==> src/rtl/core/hsr_pkg.sv <==
`timescale 1ns / 1ps

package hsr_pkg;

  localparam int unsigned Q_W       = 28;
  localparam int unsigned DIFF_W    = 29;
  localparam int unsigned ROW_W     = 10;
  localparam int unsigned OFF_W     = 22;
  localparam int unsigned COLOR_W   = 32;
  localparam int unsigned FRAC_W    = 16;
  localparam int unsigned LO_W      = 15;
  localparam int unsigned MUL_OP_W  = 16;
  localparam int unsigned PROD_W    = Q_W + MUL_OP_W;
  localparam int unsigned ROW_ALIGN = 15;

  localparam logic [COLOR_W-1:0] FILL_COLOR = 32'hAAFF1144;

  typedef enum logic {
    OP_START = 1'b0,
    OP_STEP  = 1'b1
  } op_e;

  typedef enum logic [1:0] {
    BK_RUN,
    BK_MUL_LO,
    BK_MUL_HI,
    BK_PLACE
  } bk_state_e;

  // one decoded item as it sits in the queue
  typedef struct packed {
    op_e                      op;
    logic signed [Q_W-1:0]    left_x;
    logic signed [DIFF_W-1:0] left_diff;
    logic signed [Q_W-1:0]    left_slope;
    logic signed [Q_W-1:0]    right_x;
    logic signed [DIFF_W-1:0] right_diff;
    logic signed [Q_W-1:0]    right_slope;
    logic [ROW_W-1:0]         first_row;
    logic [ROW_W-1:0]         stop_row;
    logic [OFF_W-1:0]         row_base;
  } entry_t;

endpackage

==> src/rtl/core/hsr_front.sv <==
`timescale 1ns / 1ps

module hsr_front #(
  parameter int unsigned PITCH = 5120
) (
  input  logic                                clk_i,
  input  logic                                rst_ni,
  input  logic                                in_valid_i,
  output logic                                in_stall_o,
  input  logic                                operation_i,
  input  logic signed [hsr_pkg::Q_W-1:0]      left_x_i,
  input  logic signed [hsr_pkg::Q_W-1:0]      left_y_i,
  input  logic signed [hsr_pkg::Q_W-1:0]      left_slope_i,
  input  logic signed [hsr_pkg::Q_W-1:0]      right_x_i,
  input  logic signed [hsr_pkg::Q_W-1:0]      right_y_i,
  input  logic signed [hsr_pkg::Q_W-1:0]      right_slope_i,
  input  logic [hsr_pkg::ROW_W-1:0]           first_row_i,
  input  logic [hsr_pkg::ROW_W-1:0]           stop_row_i,
  output logic                                head_valid_o,
  output hsr_pkg::entry_t                     head_o,
  input  logic                                pop_i
);

  localparam int unsigned DEPTH = 2;
  localparam int unsigned PTR_W = $clog2(DEPTH);
  localparam int unsigned CNT_W = $clog2(DEPTH + 1);

  hsr_pkg::entry_t            fifo_q [DEPTH];
  hsr_pkg::entry_t            entry;
  logic [PTR_W-1:0]           wr_ptr_q, wr_ptr_d;
  logic [PTR_W-1:0]           rd_ptr_q, rd_ptr_d;
  logic [CNT_W-1:0]           count_q, count_d;
  logic                       push;
  logic                       pop;
  logic signed [hsr_pkg::DIFF_W-1:0] row_fix;
  logic [hsr_pkg::ROW_W+hsr_pkg::OFF_W-1:0] base_full;

  // row in Q.16, then distance from each edge point
  assign row_fix   = $signed({{(hsr_pkg::DIFF_W - hsr_pkg::ROW_W - hsr_pkg::FRAC_W){1'b0}},
                              first_row_i, {hsr_pkg::FRAC_W{1'b0}}});
  assign base_full = (hsr_pkg::ROW_W + hsr_pkg::OFF_W)'(first_row_i) *
                     (hsr_pkg::ROW_W + hsr_pkg::OFF_W)'(PITCH);

  always_comb begin
    entry.op          = hsr_pkg::op_e'(operation_i);
    entry.left_x      = left_x_i;
    entry.left_diff   = row_fix - hsr_pkg::DIFF_W'(left_y_i);
    entry.left_slope  = left_slope_i;
    entry.right_x     = right_x_i;
    entry.right_diff  = row_fix - hsr_pkg::DIFF_W'(right_y_i);
    entry.right_slope = right_slope_i;
    entry.first_row   = first_row_i;
    entry.stop_row    = stop_row_i;
    entry.row_base    = base_full[hsr_pkg::OFF_W-1:0];
  end

  assign in_stall_o   = (count_q == CNT_W'(DEPTH));
  assign push         = in_valid_i && !in_stall_o;
  assign head_valid_o = (count_q != '0);
  assign pop          = pop_i && head_valid_o;
  assign head_o       = fifo_q[rd_ptr_q];

  always_comb begin
    wr_ptr_d = push ? wr_ptr_q + PTR_W'(1) : wr_ptr_q;
    rd_ptr_d = pop  ? rd_ptr_q + PTR_W'(1) : rd_ptr_q;
    count_d  = count_q;
    if (push && !pop) begin
      count_d = count_q + CNT_W'(1);
    end else if (pop && !push) begin
      count_d = count_q - CNT_W'(1);
    end
  end

  always_ff @(posedge clk_i or negedge rst_ni) begin
    if (!rst_ni) begin
      wr_ptr_q <= '0;
      rd_ptr_q <= '0;
      count_q  <= '0;
    end else begin
      wr_ptr_q <= wr_ptr_d;
      rd_ptr_q <= rd_ptr_d;
      count_q  <= count_d;
    end
  end

  always_ff @(posedge clk_i) begin
    if (push) begin
      fifo_q[wr_ptr_q] <= entry;
    end
  end

endmodule

==> src/rtl/core/hsr_back.sv <==
`timescale 1ns / 1ps

module hsr_back #(
  parameter int unsigned FRAME_WIDTH     = 1280,
  parameter int unsigned FRAME_HEIGHT    = 720,
  parameter int unsigned BYTES_PER_PIXEL = 4,
  parameter int unsigned PITCH           = 5120
) (
  input  logic                              clk_i,
  input  logic                              rst_ni,
  input  logic                              head_valid_i,
  input  hsr_pkg::entry_t                   head_i,
  output logic                              pop_o,
  output logic                              out_valid_o,
  input  logic                              out_stall_i,
  output logic                              pixel_valid_o,
  output logic [hsr_pkg::OFF_W-1:0]         pixel_offset_o,
  output logic [hsr_pkg::COLOR_W-1:0]       pixel_color_o,
  output logic                              done_res_o
);

  localparam int unsigned COL_W  = $clog2(FRAME_WIDTH + 1);
  localparam int unsigned CEIL_W = hsr_pkg::Q_W - hsr_pkg::FRAC_W + 1;
  localparam int unsigned FULL_W = hsr_pkg::PROD_W + hsr_pkg::LO_W + 1;
  localparam int unsigned SUM_W  = FULL_W - hsr_pkg::FRAC_W + 1;
  localparam int unsigned HI_W   = hsr_pkg::DIFF_W - hsr_pkg::LO_W;

  localparam logic signed [hsr_pkg::Q_W-1:0] Q_MAX = {1'b0, {(hsr_pkg::Q_W-1){1'b1}}};
  localparam logic signed [hsr_pkg::Q_W-1:0] Q_MIN = {1'b1, {(hsr_pkg::Q_W-1){1'b0}}};

  function automatic logic signed [hsr_pkg::Q_W-1:0] sat_q(input logic signed [SUM_W-1:0] v);
    logic signed [hsr_pkg::Q_W-1:0] r;
    if (v > SUM_W'(Q_MAX)) begin
      r = Q_MAX;
    end else if (v < SUM_W'(Q_MIN)) begin
      r = Q_MIN;
    end else begin
      r = v[hsr_pkg::Q_W-1:0];
    end
    return r;
  endfunction

  function automatic logic [COL_W-1:0] clip_col(input logic signed [hsr_pkg::Q_W-1:0] e);
    logic signed [hsr_pkg::Q_W:0] up;
    logic signed [CEIL_W-1:0]     c;
    logic [COL_W-1:0]             r;
    up = (hsr_pkg::Q_W+1)'(e) + (hsr_pkg::Q_W+1)'((1 << hsr_pkg::FRAC_W) - 1);
    c  = up[hsr_pkg::Q_W:hsr_pkg::FRAC_W];
    if (c < 0) begin
      r = '0;
    end else if (c > $signed(CEIL_W'(FRAME_WIDTH))) begin
      r = COL_W'(FRAME_WIDTH);
    end else begin
      r = c[COL_W-1:0];
    end
    return r;
  endfunction

  function automatic logic signed [hsr_pkg::Q_W-1:0] advance(
    input logic signed [hsr_pkg::Q_W-1:0] e,
    input logic signed [hsr_pkg::Q_W-1:0] s
  );
    logic signed [hsr_pkg::Q_W:0] sum;
    logic signed [hsr_pkg::Q_W-1:0] r;
    sum = (hsr_pkg::Q_W+1)'(e) + (hsr_pkg::Q_W+1)'(s);
    if (sum[hsr_pkg::Q_W] != sum[hsr_pkg::Q_W-1]) begin
      r = sum[hsr_pkg::Q_W] ? Q_MIN : Q_MAX;
    end else begin
      r = sum[hsr_pkg::Q_W-1:0];
    end
    return r;
  endfunction

  hsr_pkg::bk_state_e state_q, state_d;

  logic signed [hsr_pkg::Q_W-1:0] left_edge_q, left_edge_d;
  logic signed [hsr_pkg::Q_W-1:0] right_edge_q, right_edge_d;
  logic signed [hsr_pkg::Q_W-1:0] left_step_q, left_step_d;
  logic signed [hsr_pkg::Q_W-1:0] right_step_q, right_step_d;
  logic [hsr_pkg::ROW_W-1:0]      current_row_q, current_row_d;
  logic [hsr_pkg::ROW_W-1:0]      end_row_q, end_row_d;
  logic [hsr_pkg::OFF_W-1:0]      row_base_q, row_base_d;
  logic [COL_W-1:0]               current_column_q, current_column_d;
  logic [COL_W-1:0]               span_end_column_q, span_end_column_d;
  logic                           span_loaded_q, span_loaded_d;
  logic                           active_q, active_d;

  logic signed [hsr_pkg::PROD_W-1:0] lp_lo_q, lp_hi_q, rp_lo_q, rp_hi_q;
  logic signed [hsr_pkg::MUL_OP_W-1:0] lmul_op, rmul_op;
  logic signed [hsr_pkg::PROD_W-1:0]   lprod, rprod;
  logic signed [FULL_W-1:0]            lfull, rfull;
  logic signed [SUM_W-1:0]             lsum, rsum;

  logic                          out_valid_q;
  logic                          pix_valid_q, pix_valid_d;
  logic [hsr_pkg::OFF_W-1:0]     pix_offset_q, pix_offset_d;
  logic                          done_q, done_d;
  logic                          emit;
  logic                          out_free;

  logic [COL_W-1:0]              col_cur, col_end, col_next;
  logic [hsr_pkg::ROW_W-1:0]     row_next;
  logic [hsr_pkg::OFF_W-1:0]     col_bytes;

  assign out_free = !out_valid_q || !out_stall_i;

  // one shared 28x16 multiplier per edge, low then high half of the distance
  always_comb begin
    if (state_q == hsr_pkg::BK_MUL_LO) begin
      lmul_op = $signed({1'b0, head_i.left_diff[hsr_pkg::LO_W-1:0]});
      rmul_op = $signed({1'b0, head_i.right_diff[hsr_pkg::LO_W-1:0]});
    end else begin
      lmul_op = hsr_pkg::MUL_OP_W'($signed(head_i.left_diff[hsr_pkg::DIFF_W-1 -: HI_W]));
      rmul_op = hsr_pkg::MUL_OP_W'($signed(head_i.right_diff[hsr_pkg::DIFF_W-1 -: HI_W]));
    end
  end

  assign lprod = hsr_pkg::PROD_W'(head_i.left_slope) * hsr_pkg::PROD_W'(lmul_op);
  assign rprod = hsr_pkg::PROD_W'(head_i.right_slope) * hsr_pkg::PROD_W'(rmul_op);

  assign lfull = (FULL_W'(lp_hi_q) <<< hsr_pkg::LO_W) + FULL_W'(lp_lo_q);
  assign rfull = (FULL_W'(rp_hi_q) <<< hsr_pkg::LO_W) + FULL_W'(rp_lo_q);
  assign lsum  = SUM_W'($signed(lfull[FULL_W-1:hsr_pkg::FRAC_W])) + SUM_W'(head_i.left_x);
  assign rsum  = SUM_W'($signed(rfull[FULL_W-1:hsr_pkg::FRAC_W])) + SUM_W'(head_i.right_x);

  always_comb begin
    state_d           = state_q;
    left_edge_d       = left_edge_q;
    right_edge_d      = right_edge_q;
    left_step_d       = left_step_q;
    right_step_d      = right_step_q;
    current_row_d     = current_row_q;
    end_row_d         = end_row_q;
    row_base_d        = row_base_q;
    current_column_d  = current_column_q;
    span_end_column_d = span_end_column_q;
    span_loaded_d     = span_loaded_q;
    active_d          = active_q;
    pix_valid_d       = 1'b0;
    pix_offset_d      = '0;
    done_d            = 1'b0;
    emit              = 1'b0;
    pop_o             = 1'b0;
    col_cur           = span_loaded_q ? current_column_q : clip_col(left_edge_q);
    col_end           = span_loaded_q ? span_end_column_q : clip_col(right_edge_q);
    col_next          = col_cur;
    row_next          = current_row_q + hsr_pkg::ROW_W'(1);
    col_bytes         = hsr_pkg::OFF_W'(col_cur) * hsr_pkg::OFF_W'(BYTES_PER_PIXEL);

    case (state_q)
      hsr_pkg::BK_RUN: begin
        if (head_valid_i && out_free) begin
          if (head_i.op == hsr_pkg::OP_START) begin
            state_d = hsr_pkg::BK_MUL_LO;
          end else begin
            emit  = 1'b1;
            pop_o = 1'b1;
            if (!active_q) begin
              done_d = 1'b1;
            end else if (current_row_q >= end_row_q ||
                         current_row_q >= hsr_pkg::ROW_W'(FRAME_HEIGHT)) begin
              active_d      = 1'b0;
              span_loaded_d = 1'b0;
              done_d        = 1'b1;
            end else begin
              if (col_cur < col_end) begin
                pix_valid_d  = 1'b1;
                pix_offset_d = row_base_q + col_bytes;
                col_next     = col_cur + COL_W'(1);
              end
              current_column_d  = col_next;
              span_end_column_d = col_end;
              span_loaded_d     = 1'b1;
              if (col_next >= col_end) begin
                left_edge_d   = advance(left_edge_q, left_step_q);
                right_edge_d  = advance(right_edge_q, right_step_q);
                current_row_d = row_next;
                row_base_d    = row_base_q + hsr_pkg::OFF_W'(PITCH);
                span_loaded_d = 1'b0;
                if (row_next >= end_row_q || row_next >= hsr_pkg::ROW_W'(FRAME_HEIGHT)) begin
                  active_d = 1'b0;
                  done_d   = 1'b1;
                end
              end
            end
          end
        end
      end
      hsr_pkg::BK_MUL_LO: begin
        state_d = hsr_pkg::BK_MUL_HI;
      end
      hsr_pkg::BK_MUL_HI: begin
        state_d = hsr_pkg::BK_PLACE;
      end
      hsr_pkg::BK_PLACE: begin
        if (out_free) begin
          emit              = 1'b1;
          pop_o             = 1'b1;
          state_d           = hsr_pkg::BK_RUN;
          left_step_d       = head_i.left_slope;
          right_step_d      = head_i.right_slope;
          left_edge_d       = sat_q(lsum);
          right_edge_d      = sat_q(rsum);
          current_row_d     = head_i.first_row;
          end_row_d         = head_i.stop_row;
          row_base_d        = head_i.row_base;
          current_column_d  = '0;
          span_end_column_d = '0;
          span_loaded_d     = 1'b0;
          active_d          = 1'b1;
        end
      end
      default: begin
        state_d = hsr_pkg::BK_RUN;
      end
    endcase
  end

  always_ff @(posedge clk_i or negedge rst_ni) begin
    if (!rst_ni) begin
      state_q           <= hsr_pkg::BK_RUN;
      left_edge_q       <= '0;
      right_edge_q      <= '0;
      left_step_q       <= '0;
      right_step_q      <= '0;
      current_row_q     <= '0;
      end_row_q         <= '0;
      row_base_q        <= '0;
      current_column_q  <= '0;
      span_end_column_q <= '0;
      span_loaded_q     <= 1'b0;
      active_q          <= 1'b0;
      out_valid_q       <= 1'b0;
    end else begin
      state_q           <= state_d;
      left_edge_q       <= left_edge_d;
      right_edge_q      <= right_edge_d;
      left_step_q       <= left_step_d;
      right_step_q      <= right_step_d;
      current_row_q     <= current_row_d;
      end_row_q         <= end_row_d;
      row_base_q        <= row_base_d;
      current_column_q  <= current_column_d;
      span_end_column_q <= span_end_column_d;
      span_loaded_q     <= span_loaded_d;
      active_q          <= active_d;
      if (emit) begin
        out_valid_q <= 1'b1;
      end else if (!out_stall_i) begin
        out_valid_q <= 1'b0;
      end
    end
  end

  always_ff @(posedge clk_i) begin
    if (state_q == hsr_pkg::BK_MUL_LO) begin
      lp_lo_q <= lprod;
      rp_lo_q <= rprod;
    end
    if (state_q == hsr_pkg::BK_MUL_HI) begin
      lp_hi_q <= lprod;
      rp_hi_q <= rprod;
    end
    if (emit) begin
      pix_valid_q  <= pix_valid_d;
      pix_offset_q <= pix_offset_d;
      done_q       <= done_d;
    end
  end

  assign out_valid_o    = out_valid_q;
  assign pixel_valid_o  = pix_valid_q;
  assign pixel_offset_o = pix_offset_q;
  assign pixel_color_o  = hsr_pkg::FILL_COLOR;
  assign done_res_o     = done_q;

endmodule

==> src/rtl/core/half_triangle_span_rasterizer_unit.sv <==
`timescale 1ns / 1ps
// channel | handshake               | payload
// input   | in_valid_i / in_stall_o  | operation, edge points, slopes, row range
// output  | out_valid_o / out_stall_i| pixel_valid, pixel_offset, pixel_color, done_res
//
// steps are handled by the executor in BK_RUN and sustain one transfer per clock while the output is not stalled
// a start goes through two passes of the edge multipliers (BK_MUL_LO, BK_MUL_HI), then placement (BK_PLACE)
// a two-entry queue registers the decoded inputs and absorbs output stalls
// reset is asynchronous, active low, and leaves the unit idle with an empty queue

module half_triangle_span_rasterizer_unit #(
  parameter int unsigned FRAME_WIDTH     = 1280,
  parameter int unsigned FRAME_HEIGHT    = 720,
  parameter int unsigned BYTES_PER_PIXEL = 4
) (
  input  logic                          clk_i,
  input  logic                          rst_ni,
  input  logic                          in_valid_i,
  output logic                          in_stall_o,
  input  logic                          operation_i,
  input  logic signed [hsr_pkg::Q_W-1:0] left_x_i,
  input  logic signed [hsr_pkg::Q_W-1:0] left_y_i,
  input  logic signed [hsr_pkg::Q_W-1:0] left_slope_i,
  input  logic signed [hsr_pkg::Q_W-1:0] right_x_i,
  input  logic signed [hsr_pkg::Q_W-1:0] right_y_i,
  input  logic signed [hsr_pkg::Q_W-1:0] right_slope_i,
  input  logic [hsr_pkg::ROW_W-1:0]     first_row_i,
  input  logic [hsr_pkg::ROW_W-1:0]     stop_row_i,
  output logic                          out_valid_o,
  input  logic                          out_stall_i,
  output logic                          pixel_valid_o,
  output logic [hsr_pkg::OFF_W-1:0]     pixel_offset_o,
  output logic [hsr_pkg::COLOR_W-1:0]   pixel_color_o,
  output logic                          done_res_o
);

  localparam int unsigned PITCH =
    ((FRAME_WIDTH * BYTES_PER_PIXEL + hsr_pkg::ROW_ALIGN) / (hsr_pkg::ROW_ALIGN + 1)) *
    (hsr_pkg::ROW_ALIGN + 1);

  logic            head_valid;
  hsr_pkg::entry_t head;
  logic            pop;

  hsr_front #(
    .PITCH (PITCH)
  ) u_front (
    .clk_i         (clk_i),
    .rst_ni        (rst_ni),
    .in_valid_i    (in_valid_i),
    .in_stall_o    (in_stall_o),
    .operation_i   (operation_i),
    .left_x_i      (left_x_i),
    .left_y_i      (left_y_i),
    .left_slope_i  (left_slope_i),
    .right_x_i     (right_x_i),
    .right_y_i     (right_y_i),
    .right_slope_i (right_slope_i),
    .first_row_i   (first_row_i),
    .stop_row_i    (stop_row_i),
    .head_valid_o  (head_valid),
    .head_o        (head),
    .pop_i         (pop)
  );

  hsr_back #(
    .FRAME_WIDTH     (FRAME_WIDTH),
    .FRAME_HEIGHT    (FRAME_HEIGHT),
    .BYTES_PER_PIXEL (BYTES_PER_PIXEL),
    .PITCH           (PITCH)
  ) u_back (
    .clk_i          (clk_i),
    .rst_ni         (rst_ni),
    .head_valid_i   (head_valid),
    .head_i         (head),
    .pop_o          (pop),
    .out_valid_o    (out_valid_o),
    .out_stall_i    (out_stall_i),
    .pixel_valid_o  (pixel_valid_o),
    .pixel_offset_o (pixel_offset_o),
    .pixel_color_o  (pixel_color_o),
    .done_res_o     (done_res_o)
  );

endmodule
==> config.mk <==
export PLATFORM = sky130hd
export DESIGN_NAME = half_triangle_span_rasterizer_unit
export DESIGN_NICKNAME = d
export VERILOG_FILES = /design/src/rtl/core/hsr_pkg.sv /design/src/rtl/core/hsr_front.sv /design/src/rtl/core/hsr_back.sv /design/src/rtl/core/half_triangle_span_rasterizer_unit.sv
export SDC_FILE = /design/constraint.sdc
export NUM_CORES = 2
export LEC_CHECK = 0
export BUFFER_PORTS_ARGS = -buffer_cell sky130_fd_sc_hd__buf_2
export CAP_MARGIN = 20
export CORE_MARGIN = 2
export CORE_UTILIZATION = 45
export CTS_CLUSTER_DIAMETER = 40
export CTS_CLUSTER_SIZE = 10
export DETAILED_ROUTE_END_ITERATION = 10
export HOLD_SLACK_MARGIN = 0.03
export PLACE_DENSITY = 0.71
export REMOVE_ABC_BUFFERS = 1
export SLEW_MARGIN = 20
export SYNTH_ARGS = -nofsm -noshare
export SYNTH_HDL_FRONTEND = slang
export SYNTH_SLANG_ARGS = --single-unit
==> constraint.sdc <==
create_clock -name clk_i -period 21.4 [get_ports clk_i]
set_clock_uncertainty 0.05 [all_clocks]
set_input_delay 3.21 -clock clk_i [delete_from_list [all_inputs] [get_ports clk_i]]
set_output_delay 3.21 -clock clk_i [all_outputs]
set_load 0.005 [all_outputs]
# After elaboration in Yosys (flattened, before gate mapping)
# Memories as Yosys holds them, arrays and structs flattened.
# Cells that the tools add are included.
[totals]
ff_bits = 385
ram_bits = 406
out_inout_bits = 58
elab_cells = 199
memories = 1
[mem_list]
columns = ["name", "words", "width", "rd", "rd_ports_with_merged_regs", "wr", "line_no", "text"]
rows = [
  ["u_front.fifo_q", 2, 203, 1, 0, 1, "hsr_front.sv:28", "hsr_pkg::entry_t fifo_q [DEPTH];"],
]
[op_classes]
addsub = 18
multipliers = 3
n_lt_le_gt_ge = 14
eq_ne = 14
mux = 95
n_bitwise = 5
reduce_logical = 26
[op_table]
columns = ["cell", "n"]
rows = [
  ["2-to-1 mux 28 bit", 20],
  ["2-to-1 mux 11 bit", 21],
  ["2-to-1 mux 22 bit", 6],
  ["adder 59 x 44 -> 60 bit", 2],
  ["case mux 28 bit (2 select lines)", 2],
  ["adder 44 x 28 -> 45 bit", 2],
  ["> comparator 45 x 28 -> 1 bit, second input constant", 2],
  ["< comparator 45 x 28 -> 1 bit, second input constant", 2],
  ["multiplier 28 x 16 -> 44 bit", 2],
  ["2-to-1 mux 10 bit", 6],
  ["adder 28 x 17 -> 29 bit, second input constant", 2],
  ["adder 28 x 28 -> 29 bit", 2],
  ["subtractor 27 x 28 -> 29 bit", 2],
  ["case mux 11 bit (2 select lines)", 2],
  ["case mux 22 bit (2 select lines)", 1],
  ["2-to-1 mux 16 bit", 2],
  ["> comparator 13 x 12 -> 1 bit, second input constant", 2],
  ["< comparator 13 x 1 -> 1 bit, second input constant", 2],
  ["2-to-1 mux 1 bit", 25],
  ["adder 22 x 13 -> 22 bit", 1],
  ["adder 22 x 13 -> 22 bit, second input constant", 1],
  ["greater-or-equal comparator 10 bit", 2],
  ["greater-or-equal comparator 10 bit, second input constant", 2],
  ["case mux 10 bit (2 select lines)", 1],
  ["other kinds (30)", 63],
]

# Longest topological paths before layout
[logic_depth]
depth_word = 19
ltp_mapped = 35

# By module
# From an unflattened synthesis, not the netlist that was laid out.
[hier_totals]
hier_cells = 7483
hier_area_um2 = 76429.6
[modules_own_cells]
columns = ["module", "n_inst", "cells_per_inst", "area_per_inst_um2"]
rows = [
  ["hsr_back", 1, 6526, 59595.9],
  ["hsr_front", 1, 957, 16833.6],
]

# Least setup slack after synthesis
# No wires, ideal clock.
[synth_timing]
path_kind = "input to register"
startpoint = "input port in_valid_i"
endpoint = "memory u_front.fifo_q[0][100] (netlist bit) (enable)"
setup_time_ps = 765
arrival_time_ps = 11632
path_slack_ps = 8953
path_stages = 2
path_buffers = 0
path_cell_list = "nand2_1 nor2_1"
[synth_via]
elab_chain_len = 3
[synth_lines]
columns = ["element", "line_no", "text"]
rows = [
  ["start: declaration", "half_triangle_span_rasterizer_unit.sv:18", "input logic in_valid_i,"],
  ["logical AND 1 bit", "hsr_front.sv:58", "assign push = in_valid_i && !in_stall_o;"],
  ["2-to-1 mux 1 bit", "hsr_front.sv:87", "if (push) begin"],
  ["2-to-1 mux 1 bit (not written as such)", "hsr_front.sv:88", "fifo_q[wr_ptr_q] <= entry;"],
  ["end: declaration", "hsr_front.sv:28", ""],
]
# Every way passes these cells.

# Worst setup path in the final report
[layout_timing]
startpoint = "register u_front.rd_ptr_q"
endpoint = "register u_back.rp_hi_q[41] (netlist bit) (data pin)"
[layout_via]
elab_chain_len = 3
[layout_lines]
columns = ["element", "line_no", "text"]
rows = [
  ["start: declaration", "hsr_front.sv:31", "logic [PTR_W-1:0] rd_ptr_q, rd_ptr_d;"],
  ["start signal: assignment", "hsr_front.sv:81", "rd_ptr_q <= rd_ptr_d;"],
  ["memory read (2 x 203 bit) (*)", "n/a", ""],
  ["2-to-1 mux 16 bit", "hsr_back.sv:109", "if (state_q == hsr_pkg::BK_MUL_LO) begin"],
  ["multiplier 28 x 16 -> 44 bit (*)", "hsr_back.sv:119", "assign rprod = hsr_pkg::PROD_W'(head_i.right_slope) * hsr_pkg::PROD_W'(rmul_op);"],
  ["named net u_back.rprod (one bit)", "hsr_back.sv:90", "logic signed [hsr_pkg::PROD_W-1:0] lprod, rprod;"],
  ["end signal: assignment", "hsr_back.sv:262", "rp_hi_q <= rprod;"],
  ["end: declaration", "hsr_back.sv:88", "logic signed [hsr_pkg::PROD_W-1:0] lp_lo_q, lp_hi_q, rp_lo_q, rp_hi_q;"],
]
# Mark *: on every way through the listed nets, which the timed path passes. The rest lies on a longest branch.
# A chain may end at the register's enable or synchronous reset.

==> results.txt <==
----------------------------------------------------
[Run status]
  Outcome ... completed

[Timing]
  Count of final setup violators ... 0
  RSZ-0062 raised after global routing ... false
  Worst slew pin tran ... 1.20 ns
  Number of slew-limit violations in the final report ... 0
  Number of endpoints with negative hold slack in the final report ... 0
  Time the final worst path needs with I/O delays and setup ... 11.15 ns
  Fraction of the cycle the final worst path needs ... 52.1%
  Timing-limited maximum frequency ... 0.0897 GHz
  Final setup TNS ... 0 ns
  Headroom to the max-slew limit ... 17.9%

[Logic synthesis]
  Fraction of synthesis flops using an asynchronous set or reset pin ... 23.5%
  Post-Synth Adder-Cell Area ... 32.1%
  Synthesis-stage register bit count ... 745
  Post-synthesis compound-gate area fraction ... 12.2%
  Post-synthesis simple-gate area fraction ... 12.2%
  Sequential cell area fraction in the yosys report ... 28.7%
  Largest family of logic cells by synthesized area ... adder cells
  Dominant register cell in the synthesized netlist ... edfxtp_1
  YS warnings ... 0
  Post-Syn Area per Cell ... 9.94 µm²
  Number of enable-type register cells in the synthesized netlist ... 570
  Area of the mapped netlist ... 0.0750 mm²
  Number of cells produced by synthesis ... 7,546
  Mux contribution to synthesized area ... 3.83%
  Distinct cell type count of the synthesized netlist ... 100
  Post-synthesis share of cell area spent on xor and xnor gates ... 4.27%

[Floorplanning]
  Core area ... 0.165 mm²
  Width of the chip ... 412 µm
  Vertical die dimension ... 412 µm
  Top-level port count ... 251
  Effective utilization at floorplan ... 45.4%
  DIE AREA ... 0.170 mm²
  Row count ... 149

[Min path]
  Worst Hold End ... u_back.end_row_q[7]
  Number of cells on the worst hold path ... 2
  Start point of the worst hold path ... u_back.end_row_q[7]
  Hold/Removal Path Class ... flip-flop to flip-flop

[Global routing]
  Global-route wire length before repair ... 330,000 µm
  Antenna violations before repair ... 18
  Overall track demand over capacity in global routing ... 25.1%
  Vias in the first global route ... 57,600
  Pin count of the biggest net entering global routing ... 75
  Total gr overflow ... 0

[CTS]
  Insertion delay of the later-clocked pin in the worst-skew pair ... 0.75 ns
  Post-CTS setup-driven buffer insertion count ... 0
  Hold Buf Count CTS ... 0
  CTS Root Cell ... clkbuf_16
  Max Root-Sink Buffers ... 3
  Post-CTS clock slew at the launch and capture registers of the worst setup and hold paths ... 0.05 ns
  Inserted Clock Buffers ... 119
  CTS H-Tree Depth ... 3
  Clock net sink count ... 745
  Clock tree from TritonCTS ... built
  Post-CTS Resized ... 0

[Routing]
  Highest signal layer in the routed design ... met5
  Routed wire length ... 213,000 µm
  Number of vias per cell after detailed routing ... 5.65
  Post-detailed-route DRC marker count ... 0
  Number of antenna-violating nets in the routed design ... 0
  Average detailed-routed wire length per instance ... 21.3 µm
  Post-Route M1 WL ... 91,800 µm
  DRT Pass-1 Iters ... 7
  Metal3 WL ... 20,300 µm
  Total via count after detailed routing ... 56,500
  Number of DRC violations after detailed-routing iteration 0 ... 4,434
  Met2 Routed Length ... 93,100 µm

[Place]
  Number of port buffers ... 216
  Cell count after placement ... 9,778
  Final GP Congestion ... 0.983
  Detailed-placement wirelength estimate ... 166,000 µm

[Layout]
  Layout overhead on the synthesized area ... 10.0%
  Post-layout instance count excluding filler cells ... 10,000
  Final-layout fill cell count ... 14,900
  Share of layout cells above drive strength 1 ... 9.39%
  Fin nets ... 9,305

[Setup path]
  Nature of the critical path startpoint ... flip-flop
  Capture point of the worst reg-to-reg path ... u_back.rp_hi_q[41]
  Required time at the worst-slack endpoint ... 21.82 ns
  Minimum setup slack among reg-to-reg paths ... 10.25 ns
  Worst Reg-to-Reg Cells ... 27
  Startpoint-to-endpoint class of the critical path ... flip-flop to flip-flop
  RR Startpoint ... u_front.rd_ptr_q
  Slowest cell on the critical path ... mux4_2
  Endpoint arrival time on the critical path ... 11.57 ns
  Highest fanout seen on the critical path ... 51
  Critical Path Max Stage Delay ... 0.92 ns
  CP dominant cell by count ... fa_1
  Capturing element type of the critical path ... flip-flop

[Flow run]
  Max-cap violation count ... 0

----------------------------------------------------
## how the worst max path moves through the flow
stage	endpoint	slack (ns)	cells past startpoint	start
after floorplan	u_back.rp_hi_q[41]	6.50	23	u_front.rd_ptr_q
after global placement	u_back.rp_hi_q[41]	10.62	27	u_front.rd_ptr_q
after detailed placement	u_back.rp_hi_q[41]	10.33	27	u_front.rd_ptr_q
after CTS	u_back.rp_hi_q[41]	10.30	27	u_front.rd_ptr_q
after global routing	u_back.rp_hi_q[41]	9.76	27	u_front.rd_ptr_q
final	u_back.rp_hi_q[41]	10.25	27	u_front.rd_ptr_q
## layout make-up
| class | count | area [µm²] | share of cell area (%) |
|---|---|---|---|
| well taps | 2189 | 2740 | 3.32 |
| inverters | 1033 | 3880 | 4.70 |
| diodes | 4 | 10.0 | 0.0121 |
| multi-input cells | 5506 | 48700 | 59.0 |
| clock inverters | 72 | 840 | 1.02 |
| clock buffers | 146 | 3110 | 3.77 |
| flip-flops and latches | 745 | 21500 | 26.1 |
| repair buffers | 306 | 1780 | 2.15 |
## cells in the final DEF (no fill, tap or decap), types with 61 or more instances in the layout
cell,count
inv_1,1030
nand2_1,898
fa_1,867
edfxtp_1,570
nor2_1,536
ha_1,531
a21oi_1,372
o21ai_0,280
xnor2_1,252
buf_2,215
a21o_1,192
dfrtp_1,174
mux2_2,131
clkbuf_16,120
xor2_1,114
mux2i_1,97
nor3_1,93
nand3_1,90
buf_4,89
nand2b_1,68
and2_1,66
o21a_1,62
nor2b_1,61
## cell usage after synthesis, drive strengths merged, types with 108 or more instances
cell type / number / area (µm²)
a21o: 192 / 1440
a21oi: 375 / 1880
clkbuf: 225 / 845
dfrtp: 175 / 4380
edfxtp: 570 / 17100
fa: 867 / 17400
ha: 534 / 6680
inv: 1031 / 3870
mux2: 131 / 1480
mux2i: 108 / 1080
nand2: 899 / 3370
nor2: 541 / 2030
o21ai: 345 / 1750
xnor2: 252 / 2210
xor2: 114 / 998
## per-layer routing
layer | vias up | track usage, %
li1 | 25700 | -
met4 | 22 | 8.43
met3 | 414 | 5.65
met5 | - | 0
met2 | 2252 | 38.5
met1 | 28100 | 35.3
## stage by stage
stage | worst slack, ns | utilization, % | hold slack, ns | cell area [µm²]
2_1_floorplan | 6.50 | - | 0.399 | 73900
3_3_place_gp | 10.62 | 47.5 | 0.413 | 78500
3_5_place_dp | 10.33 | 47.5 | 0.421 | 78500
4_1_cts | 10.30 | 49.9 | 0.433 | 82500
5_1_grt | 9.76 | 49.9 | 0.453 | 82500
6_report | 10.25 | 50.0 | 0.428 | 82500
## worst max-delay path: cells and delay by family (launching register included)
family,cells,cell delay (ns)
buf+inv,7,2.37
simple gates,2,0.42
compound gates,10,3.22
mux,1,0.92
fa+ha+maj,7,2.91
flops,1,0.81
## state kept, by name (all words and copies together), names as in the netlist, 20 cells and up
name / cells
u_back.rp_hi_q: 44
u_back.right_edge_q: 28
u_back.pixel_offset_o: 20
u_back.right_step_q: 28
u_back.rp_lo_q: 29
u_back.left_edge_q: 28
u_back.left_step_q: 28
u_front.fifo_q: 402
u_back.lp_lo_q: 29
u_back.lp_hi_q: 44
## kinds of logic (layout without fill, tap and decap cells)
family | after synthesis | after routing
compound gates | 1411 | 1411
xor+xnor | 366 | 366
fa+ha+maj | 1401 | 1401
buf+inv | 1328 | 1557
flops | 745 | 745
mux | 253 | 253
other cells | 2 | 39
simple gates | 2040 | 2040
Power is left out: the tool's default activity adds up to more than one toggle a clock period on the data nets, which glitch-free logic cannot reach.
